`src/design/selective_repeat_receiver_core_assert.svh`:
```
// assertion macros shared by the receiver core
`ifndef SELECTIVE_REPEAT_RECEIVER_CORE_ASSERT_SVH
`define SELECTIVE_REPEAT_RECEIVER_CORE_ASSERT_SVH

// same-cycle implication, checked on clk outside reset
`define SRR_ASSERT_NOW(label, ante, cons) \
  label: assert property (@(posedge clk) disable iff (!rst_n) (ante) |-> (cons)) \
    else $error("receiver check failed");

// next-cycle implication, checked on clk outside reset
`define SRR_ASSERT_NEXT(label, ante, cons) \
  label: assert property (@(posedge clk) disable iff (!rst_n) (ante) |=> (cons)) \
    else $error("receiver check failed");

`endif

```
`src/design/srr_pkg.sv`:
```
// package: types, codes and constants of the selective-repeat receiver
package srr_pkg;

  localparam int SRR_WINDOW_DEPTH = 16;
  localparam int SRR_MAX_PAYLOAD  = 1024;

  localparam int SEQ_W = 16;
  localparam int LEN_W = 11;
  localparam int REF_W = 32;

  // result kinds
  typedef enum logic [1:0] {
    KIND_ACK     = 2'd0,
    KIND_DUP     = 2'd1,
    KIND_DELIVER = 2'd2
  } kind_t;

  // operations of the shared sequence-number adder
  typedef enum logic [1:0] {
    ALU_SUB = 2'd0,
    ALU_INC = 2'd1,
    ALU_DEC = 2'd2
  } alu_op_t;

  // sequencer states
  typedef enum logic [2:0] {
    ST_IDLE,
    ST_AHEAD,
    ST_BEHIND,
    ST_CLASS,
    ST_OLD,
    ST_READ,
    ST_DELIVER
  } state_t;

  // one held packet in a ring slot
  typedef struct packed {
    logic             last;
    logic [LEN_W-1:0] length;
    logic [REF_W-1:0] pref;
  } slot_entry_t;

endpackage

```
`src/design/srr_alu.sv`:
```
// shared 16-bit modulo adder: subtract, increment, decrement
module srr_alu (
  input  srr_pkg::alu_op_t         op,
  input  logic [srr_pkg::SEQ_W-1:0] a,
  input  logic [srr_pkg::SEQ_W-1:0] b,
  output logic [srr_pkg::SEQ_W-1:0] res
);

  logic [srr_pkg::SEQ_W-1:0] b_eff;
  logic                      cin;

  // operand select, then one carry-in adder
  always_comb begin
    unique case (op)
      srr_pkg::ALU_SUB: begin
        b_eff = ~b;
        cin   = 1'b1;
      end
      srr_pkg::ALU_INC: begin
        b_eff = srr_pkg::SEQ_W'(1);
        cin   = 1'b0;
      end
      srr_pkg::ALU_DEC: begin
        b_eff = '1;
        cin   = 1'b0;
      end
      default: begin
        b_eff = ~b;
        cin   = 1'b1;
      end
    endcase
    res = a + b_eff + srr_pkg::SEQ_W'(cin);
  end

endmodule

```
`src/design/srr_slot_store.sv`:
```
// ring slot store: valid flops plus packet memory with registered read
module srr_slot_store #(
  parameter int WINDOW_DEPTH = srr_pkg::SRR_WINDOW_DEPTH,
  localparam int IW = $clog2(WINDOW_DEPTH)
) (
  input  logic                   clk,
  input  logic                   rst_n,
  input  logic                   wr_en,
  input  logic [IW-1:0]          wr_idx,
  input  srr_pkg::slot_entry_t   wr_data,
  input  logic                   clr_en,
  input  logic [IW-1:0]          clr_idx,
  input  logic                   rd_en,
  input  logic [IW-1:0]          rd_idx,
  output srr_pkg::slot_entry_t   rd_data,
  output logic [WINDOW_DEPTH-1:0] valid
);

  srr_pkg::slot_entry_t      mem [WINDOW_DEPTH];
  srr_pkg::slot_entry_t      rd_data_r;
  logic [WINDOW_DEPTH-1:0]   valid_r;
  logic [WINDOW_DEPTH-1:0]   valid_nxt;

  // valid bits: set on store, cleared on delivery
  always_comb begin
    valid_nxt = valid_r;
    if (wr_en)  valid_nxt[wr_idx]  = 1'b1;
    if (clr_en) valid_nxt[clr_idx] = 1'b0;
  end

  always_ff @(posedge clk) begin
    if (!rst_n) begin
      valid_r <= '0;
    end else begin
      valid_r <= valid_nxt;
    end
  end

  // packet memory, one write and one registered read port
  always_ff @(posedge clk) begin
    if (wr_en) begin
      mem[wr_idx] <= wr_data;
    end
    if (rd_en) begin
      rd_data_r <= mem[rd_idx];
    end
  end

  assign rd_data = rd_data_r;
  assign valid   = valid_r;

endmodule

```
`src/design/selective_repeat_receiver_core.sv`:
```
// top level: selective-repeat receiver sequencer with output register
//
//   channel | ports                                    | direction
//   in      | in_valid/in_ready, in_seq_num .. payload | packet descriptors in
//   out     | out_valid/out_ready, out_kind .. done    | acks and deliveries out
//
// an item goes through the classify sequence (accept, two passes of the shared
// adder, classify); an old packet outside the window also passes the old state
// each in-order delivery is a slot memory read, then emit
// reset is synchronous active low and clears the window, counters and flags
// a stalled output holds the sequencer in its emitting state; no input is
// taken until the item's last result has been loaded into the output register
module selective_repeat_receiver_core #(
  parameter int WINDOW_DEPTH = srr_pkg::SRR_WINDOW_DEPTH
) (
  input  logic                      clk,
  input  logic                      rst_n,
  input  logic                      in_valid,
  output logic                      in_ready,
  input  logic [15:0]               in_seq_num,
  input  logic                      in_last_flag,
  input  logic [10:0]               in_payload_length,
  input  logic [31:0]               in_payload_ref,
  output logic                      out_valid,
  input  logic                      out_ready,
  output logic [1:0]                out_kind,
  output logic [15:0]               out_ack_num,
  output logic                      out_last,
  output logic [10:0]               out_length,
  output logic [31:0]               out_ref,
  output logic                      out_end_of_run,
  output logic                      out_transfer_done
);

  localparam int IW = $clog2(WINDOW_DEPTH);
  localparam int GW = $clog2(WINDOW_DEPTH + 1);
  localparam logic [IW:0]   W_IDX  = (IW + 1)'(WINDOW_DEPTH);
  localparam logic [IW-1:0] HEAD_MAX = IW'(WINDOW_DEPTH - 1);
  localparam logic [GW-1:0] W_GRD  = GW'(WINDOW_DEPTH);
  localparam logic [15:0]   W_SEQ  = 16'(WINDOW_DEPTH);
  localparam logic [16:0]   MAX_LEN = 17'(srr_pkg::SRR_MAX_PAYLOAD);

  srr_pkg::state_t state_r, state_nxt;

  // latched packet
  logic [15:0] seq_r, seq_nxt;
  logic        last_r, last_nxt;
  logic [10:0] len_r, len_nxt;
  logic [31:0] ref_r, ref_nxt;

  // receiver state
  logic [15:0]   exp_r, exp_nxt;
  logic [IW-1:0] head_r, head_nxt;
  logic          done_r, done_nxt;
  logic [GW-1:0] guard_r, guard_nxt;
  logic [15:0]   ahead_r, ahead_nxt;
  logic [15:0]   behind_r, behind_nxt;

  // output register
  logic        out_valid_r, out_valid_nxt;
  logic [1:0]  out_kind_r, out_kind_nxt;
  logic [15:0] out_num_r, out_num_nxt;
  logic        out_last_r, out_last_nxt;
  logic [10:0] out_len_r, out_len_nxt;
  logic [31:0] out_ref_r, out_ref_nxt;
  logic        out_end_r, out_end_nxt;
  logic        out_done_r, out_done_nxt;

  // shared adder
  srr_pkg::alu_op_t alu_op;
  logic [15:0]      alu_a, alu_b, alu_res;

  // slot store
  logic                     st_wr_en, st_clr_en, st_rd_en;
  srr_pkg::slot_entry_t     st_wr_data, st_rd_data;
  logic [WINDOW_DEPTH-1:0]  st_valid;

  // classify and drain decisions
  logic          out_free;
  logic          win_hit, slot_hit, beh_hit, class_emit;
  logic [IW:0]   idx_sum;
  logic [IW-1:0] slot_idx, head_inc;
  logic [GW-1:0] guard_inc;
  logic          drain_more;
  logic [10:0]   len_clamped;
  logic          emit;

  srr_alu u_alu (
    .op  (alu_op),
    .a   (alu_a),
    .b   (alu_b),
    .res (alu_res)
  );

  srr_slot_store #(
    .WINDOW_DEPTH (WINDOW_DEPTH)
  ) u_store (
    .clk     (clk),
    .rst_n   (rst_n),
    .wr_en   (st_wr_en),
    .wr_idx  (slot_idx),
    .wr_data (st_wr_data),
    .clr_en  (st_clr_en),
    .clr_idx (head_r),
    .rd_en   (st_rd_en),
    .rd_idx  (head_r),
    .rd_data (st_rd_data),
    .valid   (st_valid)
  );

  // window position and ring arithmetic
  assign out_free  = !out_valid_r || out_ready;
  assign win_hit   = ahead_r < W_SEQ;
  assign beh_hit   = (behind_r != 16'd0) && (behind_r <= W_SEQ);
  assign idx_sum   = {1'b0, head_r} + {1'b0, ahead_r[IW-1:0]};
  assign slot_idx  = (idx_sum >= W_IDX) ? IW'(idx_sum - W_IDX) : idx_sum[IW-1:0];
  assign slot_hit  = st_valid[slot_idx];
  assign head_inc  = (head_r == HEAD_MAX) ? '0 : head_r + 1'b1;
  assign guard_inc = guard_r + 1'b1;
  assign drain_more = !st_rd_data.last && st_valid[head_inc] && (guard_inc < W_GRD);
  assign class_emit = done_r || win_hit || beh_hit;
  assign len_clamped = ({6'd0, in_payload_length} > MAX_LEN) ? 11'(srr_pkg::SRR_MAX_PAYLOAD)
                                                            : in_payload_length;
  assign st_wr_data = '{last: last_r, length: len_r, pref: ref_r};

  // next state
  always_comb begin
    state_nxt = state_r;
    unique case (state_r)
      srr_pkg::ST_IDLE:   if (in_valid) state_nxt = srr_pkg::ST_AHEAD;
      srr_pkg::ST_AHEAD:  state_nxt = srr_pkg::ST_BEHIND;
      srr_pkg::ST_BEHIND: state_nxt = srr_pkg::ST_CLASS;
      srr_pkg::ST_CLASS: begin
        if (!class_emit) begin
          state_nxt = srr_pkg::ST_OLD;
        end else if (out_free) begin
          if (!done_r && win_hit && !slot_hit && (ahead_r == 16'd0)) begin
            state_nxt = srr_pkg::ST_READ;
          end else begin
            state_nxt = srr_pkg::ST_IDLE;
          end
        end
      end
      srr_pkg::ST_OLD:     if (out_free) state_nxt = srr_pkg::ST_IDLE;
      srr_pkg::ST_READ:    state_nxt = srr_pkg::ST_DELIVER;
      srr_pkg::ST_DELIVER: begin
        if (out_free) state_nxt = drain_more ? srr_pkg::ST_READ : srr_pkg::ST_IDLE;
      end
      default: state_nxt = srr_pkg::ST_IDLE;
    endcase
  end

  // sequencer outputs and datapath next values
  always_comb begin
    in_ready   = 1'b0;
    alu_op     = srr_pkg::ALU_SUB;
    alu_a      = seq_r;
    alu_b      = exp_r;
    st_wr_en   = 1'b0;
    st_clr_en  = 1'b0;
    st_rd_en   = 1'b0;
    emit       = 1'b0;

    seq_nxt    = seq_r;
    last_nxt   = last_r;
    len_nxt    = len_r;
    ref_nxt    = ref_r;
    exp_nxt    = exp_r;
    head_nxt   = head_r;
    done_nxt   = done_r;
    guard_nxt  = guard_r;
    ahead_nxt  = ahead_r;
    behind_nxt = behind_r;

    out_kind_nxt = out_kind_r;
    out_num_nxt  = out_num_r;
    out_last_nxt = out_last_r;
    out_len_nxt  = out_len_r;
    out_ref_nxt  = out_ref_r;
    out_end_nxt  = out_end_r;
    out_done_nxt = out_done_r;

    unique case (state_r)
      srr_pkg::ST_IDLE: begin
        in_ready = 1'b1;
        if (in_valid) begin
          seq_nxt   = in_seq_num;
          last_nxt  = in_last_flag;
          len_nxt   = len_clamped;
          ref_nxt   = in_payload_ref;
          guard_nxt = '0;
        end
      end
      srr_pkg::ST_AHEAD: begin
        ahead_nxt = alu_res;
      end
      srr_pkg::ST_BEHIND: begin
        alu_a      = exp_r;
        alu_b      = seq_r;
        behind_nxt = alu_res;
      end
      srr_pkg::ST_CLASS: begin
        if (class_emit && out_free) begin
          emit         = 1'b1;
          out_kind_nxt = srr_pkg::KIND_DUP;
          out_num_nxt  = seq_r;
          out_last_nxt = last_r;
          out_len_nxt  = '0;
          out_ref_nxt  = '0;
          out_end_nxt  = 1'b1;
          out_done_nxt = done_r;
          // new packet inside the window: store and ack
          if (!done_r && win_hit && !slot_hit) begin
            st_wr_en     = 1'b1;
            out_kind_nxt = srr_pkg::KIND_ACK;
            out_end_nxt  = (ahead_r != 16'd0);
          end
        end
      end
      srr_pkg::ST_OLD: begin
        alu_op = srr_pkg::ALU_DEC;
        alu_a  = exp_r;
        if (out_free) begin
          emit         = 1'b1;
          out_kind_nxt = srr_pkg::KIND_DUP;
          out_num_nxt  = (exp_r == 16'd0) ? 16'd0 : alu_res;
          out_last_nxt = last_r;
          out_len_nxt  = '0;
          out_ref_nxt  = '0;
          out_end_nxt  = 1'b1;
          out_done_nxt = done_r;
        end
      end
      srr_pkg::ST_READ: begin
        st_rd_en = 1'b1;
      end
      srr_pkg::ST_DELIVER: begin
        alu_op = srr_pkg::ALU_INC;
        alu_a  = exp_r;
        if (out_free) begin
          emit         = 1'b1;
          st_clr_en    = 1'b1;
          out_kind_nxt = srr_pkg::KIND_DELIVER;
          out_num_nxt  = exp_r;
          out_last_nxt = st_rd_data.last;
          out_len_nxt  = st_rd_data.length;
          out_ref_nxt  = st_rd_data.pref;
          out_end_nxt  = !drain_more;
          out_done_nxt = done_r || st_rd_data.last;
          done_nxt     = done_r || st_rd_data.last;
          exp_nxt      = alu_res;
          head_nxt     = head_inc;
          guard_nxt    = guard_inc;
        end
      end
      default: begin
        in_ready = 1'b0;
      end
    endcase

    // output register valid: load on emit, drop on transfer
    if (emit) begin
      out_valid_nxt = 1'b1;
    end else if (out_ready) begin
      out_valid_nxt = 1'b0;
    end else begin
      out_valid_nxt = out_valid_r;
    end
  end

  // control registers
  always_ff @(posedge clk) begin
    if (!rst_n) begin
      state_r     <= srr_pkg::ST_IDLE;
      exp_r       <= '0;
      head_r      <= '0;
      done_r      <= 1'b0;
      guard_r     <= '0;
      out_valid_r <= 1'b0;
    end else begin
      state_r     <= state_nxt;
      exp_r       <= exp_nxt;
      head_r      <= head_nxt;
      done_r      <= done_nxt;
      guard_r     <= guard_nxt;
      out_valid_r <= out_valid_nxt;
    end
  end

  // payload registers
  always_ff @(posedge clk) begin
    seq_r      <= seq_nxt;
    last_r     <= last_nxt;
    len_r      <= len_nxt;
    ref_r      <= ref_nxt;
    ahead_r    <= ahead_nxt;
    behind_r   <= behind_nxt;
    out_kind_r <= out_kind_nxt;
    out_num_r  <= out_num_nxt;
    out_last_r <= out_last_nxt;
    out_len_r  <= out_len_nxt;
    out_ref_r  <= out_ref_nxt;
    out_end_r  <= out_end_nxt;
    out_done_r <= out_done_nxt;
  end

  assign out_valid         = out_valid_r;
  assign out_kind          = out_kind_r;
  assign out_ack_num       = out_num_r;
  assign out_last          = out_last_r;
  assign out_length        = out_len_r;
  assign out_ref           = out_ref_r;
  assign out_end_of_run    = out_end_r;
  assign out_transfer_done = out_done_r;

`include "selective_repeat_receiver_core_assert.svh"

  `SRR_ASSERT_NEXT(a_done_sticky, done_r, done_r)
  `SRR_ASSERT_NEXT(a_exp_step, 1'b1, (exp_r == $past(exp_r)) || (exp_r == $past(exp_r) + 16'd1))
  `SRR_ASSERT_NOW(a_drain_head_held, state_r == srr_pkg::ST_DELIVER, st_valid[head_r])
  `SRR_ASSERT_NOW(a_guard_bound, 1'b1, guard_r <= W_GRD)

endmodule

```
`config.mk`:
```
export PLATFORM = sky130hd
export DESIGN_NAME = selective_repeat_receiver_core
export DESIGN_NICKNAME = d
export VERILOG_FILES = /design/src/design/srr_pkg.sv /design/src/design/srr_alu.sv /design/src/design/srr_slot_store.sv /design/src/design/selective_repeat_receiver_core.sv
export VERILOG_INCLUDE_DIRS = /design/src /design/src/design
export SDC_FILE = /design/constraint.sdc
export NUM_CORES = 1
export LEC_CHECK = 0
export ABC_AREA = 1
export BUFFER_PORTS_ARGS = -buffer_cell sky130_fd_sc_hd__buf_2
export CAP_MARGIN = 10
export CORE_UTILIZATION = 45
export CTS_BUF_LIST = sky130_fd_sc_hd__clkbuf_8
export CTS_CLUSTER_DIAMETER = 150
export DETAILED_ROUTE_END_ITERATION = 7
export PLACE_DENSITY_LB_ADDON = 0.1
export SLEW_MARGIN = 20
export SYNTH_ARGS = -nofsm -noshare
export SYNTH_HDL_FRONTEND = slang
export SYNTH_SLANG_ARGS = --single-unit
```
`constraint.sdc`:
```
create_clock -name clk -period 5.8 [get_ports clk]
set_input_delay 0.87 -clock clk [delete_from_list [all_inputs] [get_ports clk]]
set_output_delay 0.87 -clock clk [all_outputs]
set_load 0.02 [all_outputs]
```
==> impl_metrics.env <==
export IMPL_fp_coreArea_mm2=0.08224
export IMPL_synthArstFlopShare=0
export IMPL_swShare=0.2455
export IMPL_drc=0
export IMPL_syn_avg_cell_area_um2=12.60
export IMPL_rr_worst_depth=18
export IMPL_track_usage=0.2319
export IMPL_status="finished clean"
export IMPL_crit_required_ns=6.34
export IMPL_post_cts_buffers=0
export IMPL_min_period_over_period=0.7161
export IMPL_synth_flop_cell="edfxtp_1"
export IMPL_grt_setup_unrepaired="false"
export IMPL_clkLatencyLatePin_ns=0.82
export IMPL_grt_overflow=0
export IMPL_antenna_found_initial=4
export IMPL_startpoint_type="flip-flop"
export IMPL_clk_pin_slew_ns=0.06
export IMPL_layout_commonest_cell="edfxtp_1"
export IMPL_crit_path_end_kind="flip-flop"
export IMPL_dr_pass1_iters=5
export IMPL_io_pin_count=130
export IMPL_clkPwrFrac=0.385
export IMPL_synth_net_count=3064
export IMPL_clk_root_buffer_cell="clkbuf_8"
export IMPL_drive_gt1_frac=0.1319
export IMPL_intPower_uw=11070
export IMPL_drtIter0Drc=1975
export IMPL_grt_pass1_vias=23810
export IMPL_finalHoldViolations=0
export IMPL_area_growth_pct=12.86
export IMPL_cpPeakStageDelay_ns=0.66
export IMPL_setup_ws_ns=1.647
export IMPL_ys_seq_area_frac=0.7488
export IMPL_viasPerCell=5.549
export IMPL_critPathKind="reg -> reg"
export IMPL_ctsResizeCount=0
export IMPL_dieArea_mm2=0.08445
export IMPL_synth_cell_type_count=43
export IMPL_die_x_um=290.6
export IMPL_gp_congestion=0.8521
export IMPL_whs_ns=0.2241
export IMPL_crit_top_cell="inv_1"
export IMPL_reg2reg_slack_ns=1.65
export IMPL_maxClockFrequency_mhz=240.8
export IMPL_worstHoldStart="in_payload_ref[5]"
export IMPL_synth_warnings=0
export IMPL_post_place_ws_ns=1.643
export IMPL_crit_family="buffers and inverters"
export IMPL_critPathMaxFanout=18
export IMPL_die_h_um=290.6
export IMPL_fp_row_count=105
export IMPL_switching_power_uw=3602
export IMPL_hold_buffers=0
export IMPL_total_power_uw=14670
export IMPL_worst_slew_pin_slew_ns=1.088
export IMPL_tritoncts="done"
export IMPL_arrival_ns=4.69
export IMPL_clock_skew_final_ns=0.04885
export IMPL_final_seq_area_mm2=0.02807
export IMPL_dr_total_vias=24080
export IMPL_p_leak_uw=0.01505
export IMPL_hpwl_um=56920
export IMPL_r2r_start="state_r[1]$_SDFFE_PN0P_"
export IMPL_pwr_share_seq=0.551
export IMPL_synth_top_cell_by_area="edfxtp_1"
export IMPL_n_fill_cell=7134
export IMPL_cts_buffer_depth=3
export IMPL_holdPathStages=1
export IMPL_postSynthCellCount=2975
export IMPL_synthesis_area_mm2=0.03748
export IMPL_start_util=0.4558
export IMPL_multi_input_area_mm2=0.008178
export IMPL_synth_area_leaders="edfxtp_1, o21ai_0, nor2_1, nand2_1, o22ai_1"
export IMPL_tns_ns=0
export IMPL_postRouteWirelength_um=98330
export IMPL_report_final_slew_viol_count=0
export IMPL_grt_max_degree=168
export IMPL_clkSinkCount=950
export IMPL_r2r_end="out_ack_num[10]$_DFFE_PP_"
export IMPL_grt_first_pass_wirelength_um=147700
export IMPL_finalSetupViolations=0
export IMPL_drtAntennaViolNets=0
export IMPL_irDropWorstVdd_mv=0.2387
export IMPL_final_cell_mix="edfxtp_1, nor2_1, o21ai_0"
export IMPL_wl_per_cell_um=22.66
export IMPL_htreeDepth=4
export IMPL_numPortBuffers=129
export IMPL_critPathLaunch="state_r[1]$_SDFFE_PN0P_"
export IMPL_synth_edf_count=904
export IMPL_finalNetCount=3235
export IMPL_cp_slowest_cell="inv_1"
export IMPL_min_to="ref_r[5]$_DFFE_PP_"
export IMPL_cap_violations=0
export IMPL_yosysTopAreaCellShare=0.7242
export IMPL_cellPowerDensity_mw_per_mm2=346.9
export IMPL_min_path_type="in -> reg"
export IMPL_period_needed_ns=4.153
export IMPL_numCtsBuffers=158
export IMPL_combPwrFrac=0.064
export IMPL_relSlewSlack=0.2745
export IMPL_worstPathCellList="inv_2 > nor2_2 > nand2_2 > inv_1 > a21oi_1 > o21ai_0 > fa_1 > inv_1 > fa_1 > inv_1 > nand3_1 > nand2_1 > a21boi_1 > o21ai_0 > a21oi_1 > xor2_1 > nand2_1 > nand3_1"
export IMPL_path_buf_inv=4
export IMPL_ys_seq_elements=950
[logic make-up after synthesis]
group | after synthesis | synth area share
buffers and inverters | 334 | 0.03435
AOI/OAI and AO/OA | 685 | 0.09971
and+or+nand+nor | 965 | 0.1042
adders and majority gates | 25 | 0.008946
DFF | 950 | 0.7488
xor gates and xnor gates | 16 | 0.003939
[final cells by class]
| type | count | area share |
|---|---|---|
| flip-flops and latches | 950 | 0.6637 |
| clock buffers | 168 | 0.05466 |
| diodes | 3 | 0.0001775 |
| inverters | 169 | 0.01538 |
| multi-input cells | 1691 | 0.1933 |
| repair buffers | 176 | 0.02437 |
| well taps | 1070 | 0.03165 |
| clock inverters | 113 | 0.01677 |
[worst max path at each step]
stage	end	slack (ns)	cells past startpoint
final	out_ack_num[10]$_DFFE_PP_	1.65	18
after global routing	out_ack_num[10]$_DFFE_PP_	1.29	17
after CTS	out_ack_num[10]$_DFFE_PP_	1.69	18
after detailed placement	out_ack_num[10]$_DFFE_PP_	1.64	17
after global placement	out_ack_num[10]$_DFFE_PP_	1.81	18
after floorplan	out_ack_num[0]$_DFFE_PP_	1.18	5
[metrics by stage]
| stage | cell area (µm²) | utilization | instances |
|---|---|---|---|
| 2_1_floorplan | 37480 | - | 2975 |
| 3_3_place_gp | 39240 | 0.4772 | 4055 |
| 3_5_place_dp | 39250 | 0.4772 | 4055 |
| 4_1_cts | 42270 | 0.5139 | 4336 |
| 5_1_grt | 42300 | 0.5143 | 4339 |
| 6_report | 42300 | 0.5144 | 4340 |
[cells in the mapped netlist, types with 11 or more instances]
| library cell | count |
|---|---|
| dfxtp_1 | 46 |
| a21oi_1 | 75 |
| nand3_1 | 55 |
| clkbuf_1 | 144 |
| nand2_1 | 378 |
| xor2_1 | 11 |
| ha_1 | 22 |
| o21ai_0 | 402 |
| buf_2 | 19 |
| nor2_1 | 447 |
| edfxtp_1 | 904 |
| nand4_1 | 55 |
| o211ai_1 | 12 |
| o22ai_1 | 176 |
| inv_1 | 158 |
[flip-flops by register name (all words and copies together) (netlist names), 11 cells and up]
register / cells
len_r: 11
u_store.rd_data: 44
out_ref: 32
ref_r: 32
ahead_r: 16
u_store.valid: 16
seq_r: 16
out_ack_num: 16
behind_r: 16
exp_r: 16
out_length: 11
u_store.mem: 704
[layer usage]
metal  track usage  part of all wire  vias up
li1              -                 -    11090
met1        0.3223              0.45    12000
met2        0.3755              0.48      832
met3       0.03747             0.059      160
met4       0.07085             0.020        0
met5             0                 0        -
[power by group through the flow]
stage	clock network, µW	logic (µW)	registers, µW
floorplan	0	623	8110
global placement	0	931	8220
detailed placement	0	935	8220
CTS	5790	941	8080
global route	6070	1050	8100
finish	5650	941	8080
Power figures use the tool's default switching activity.
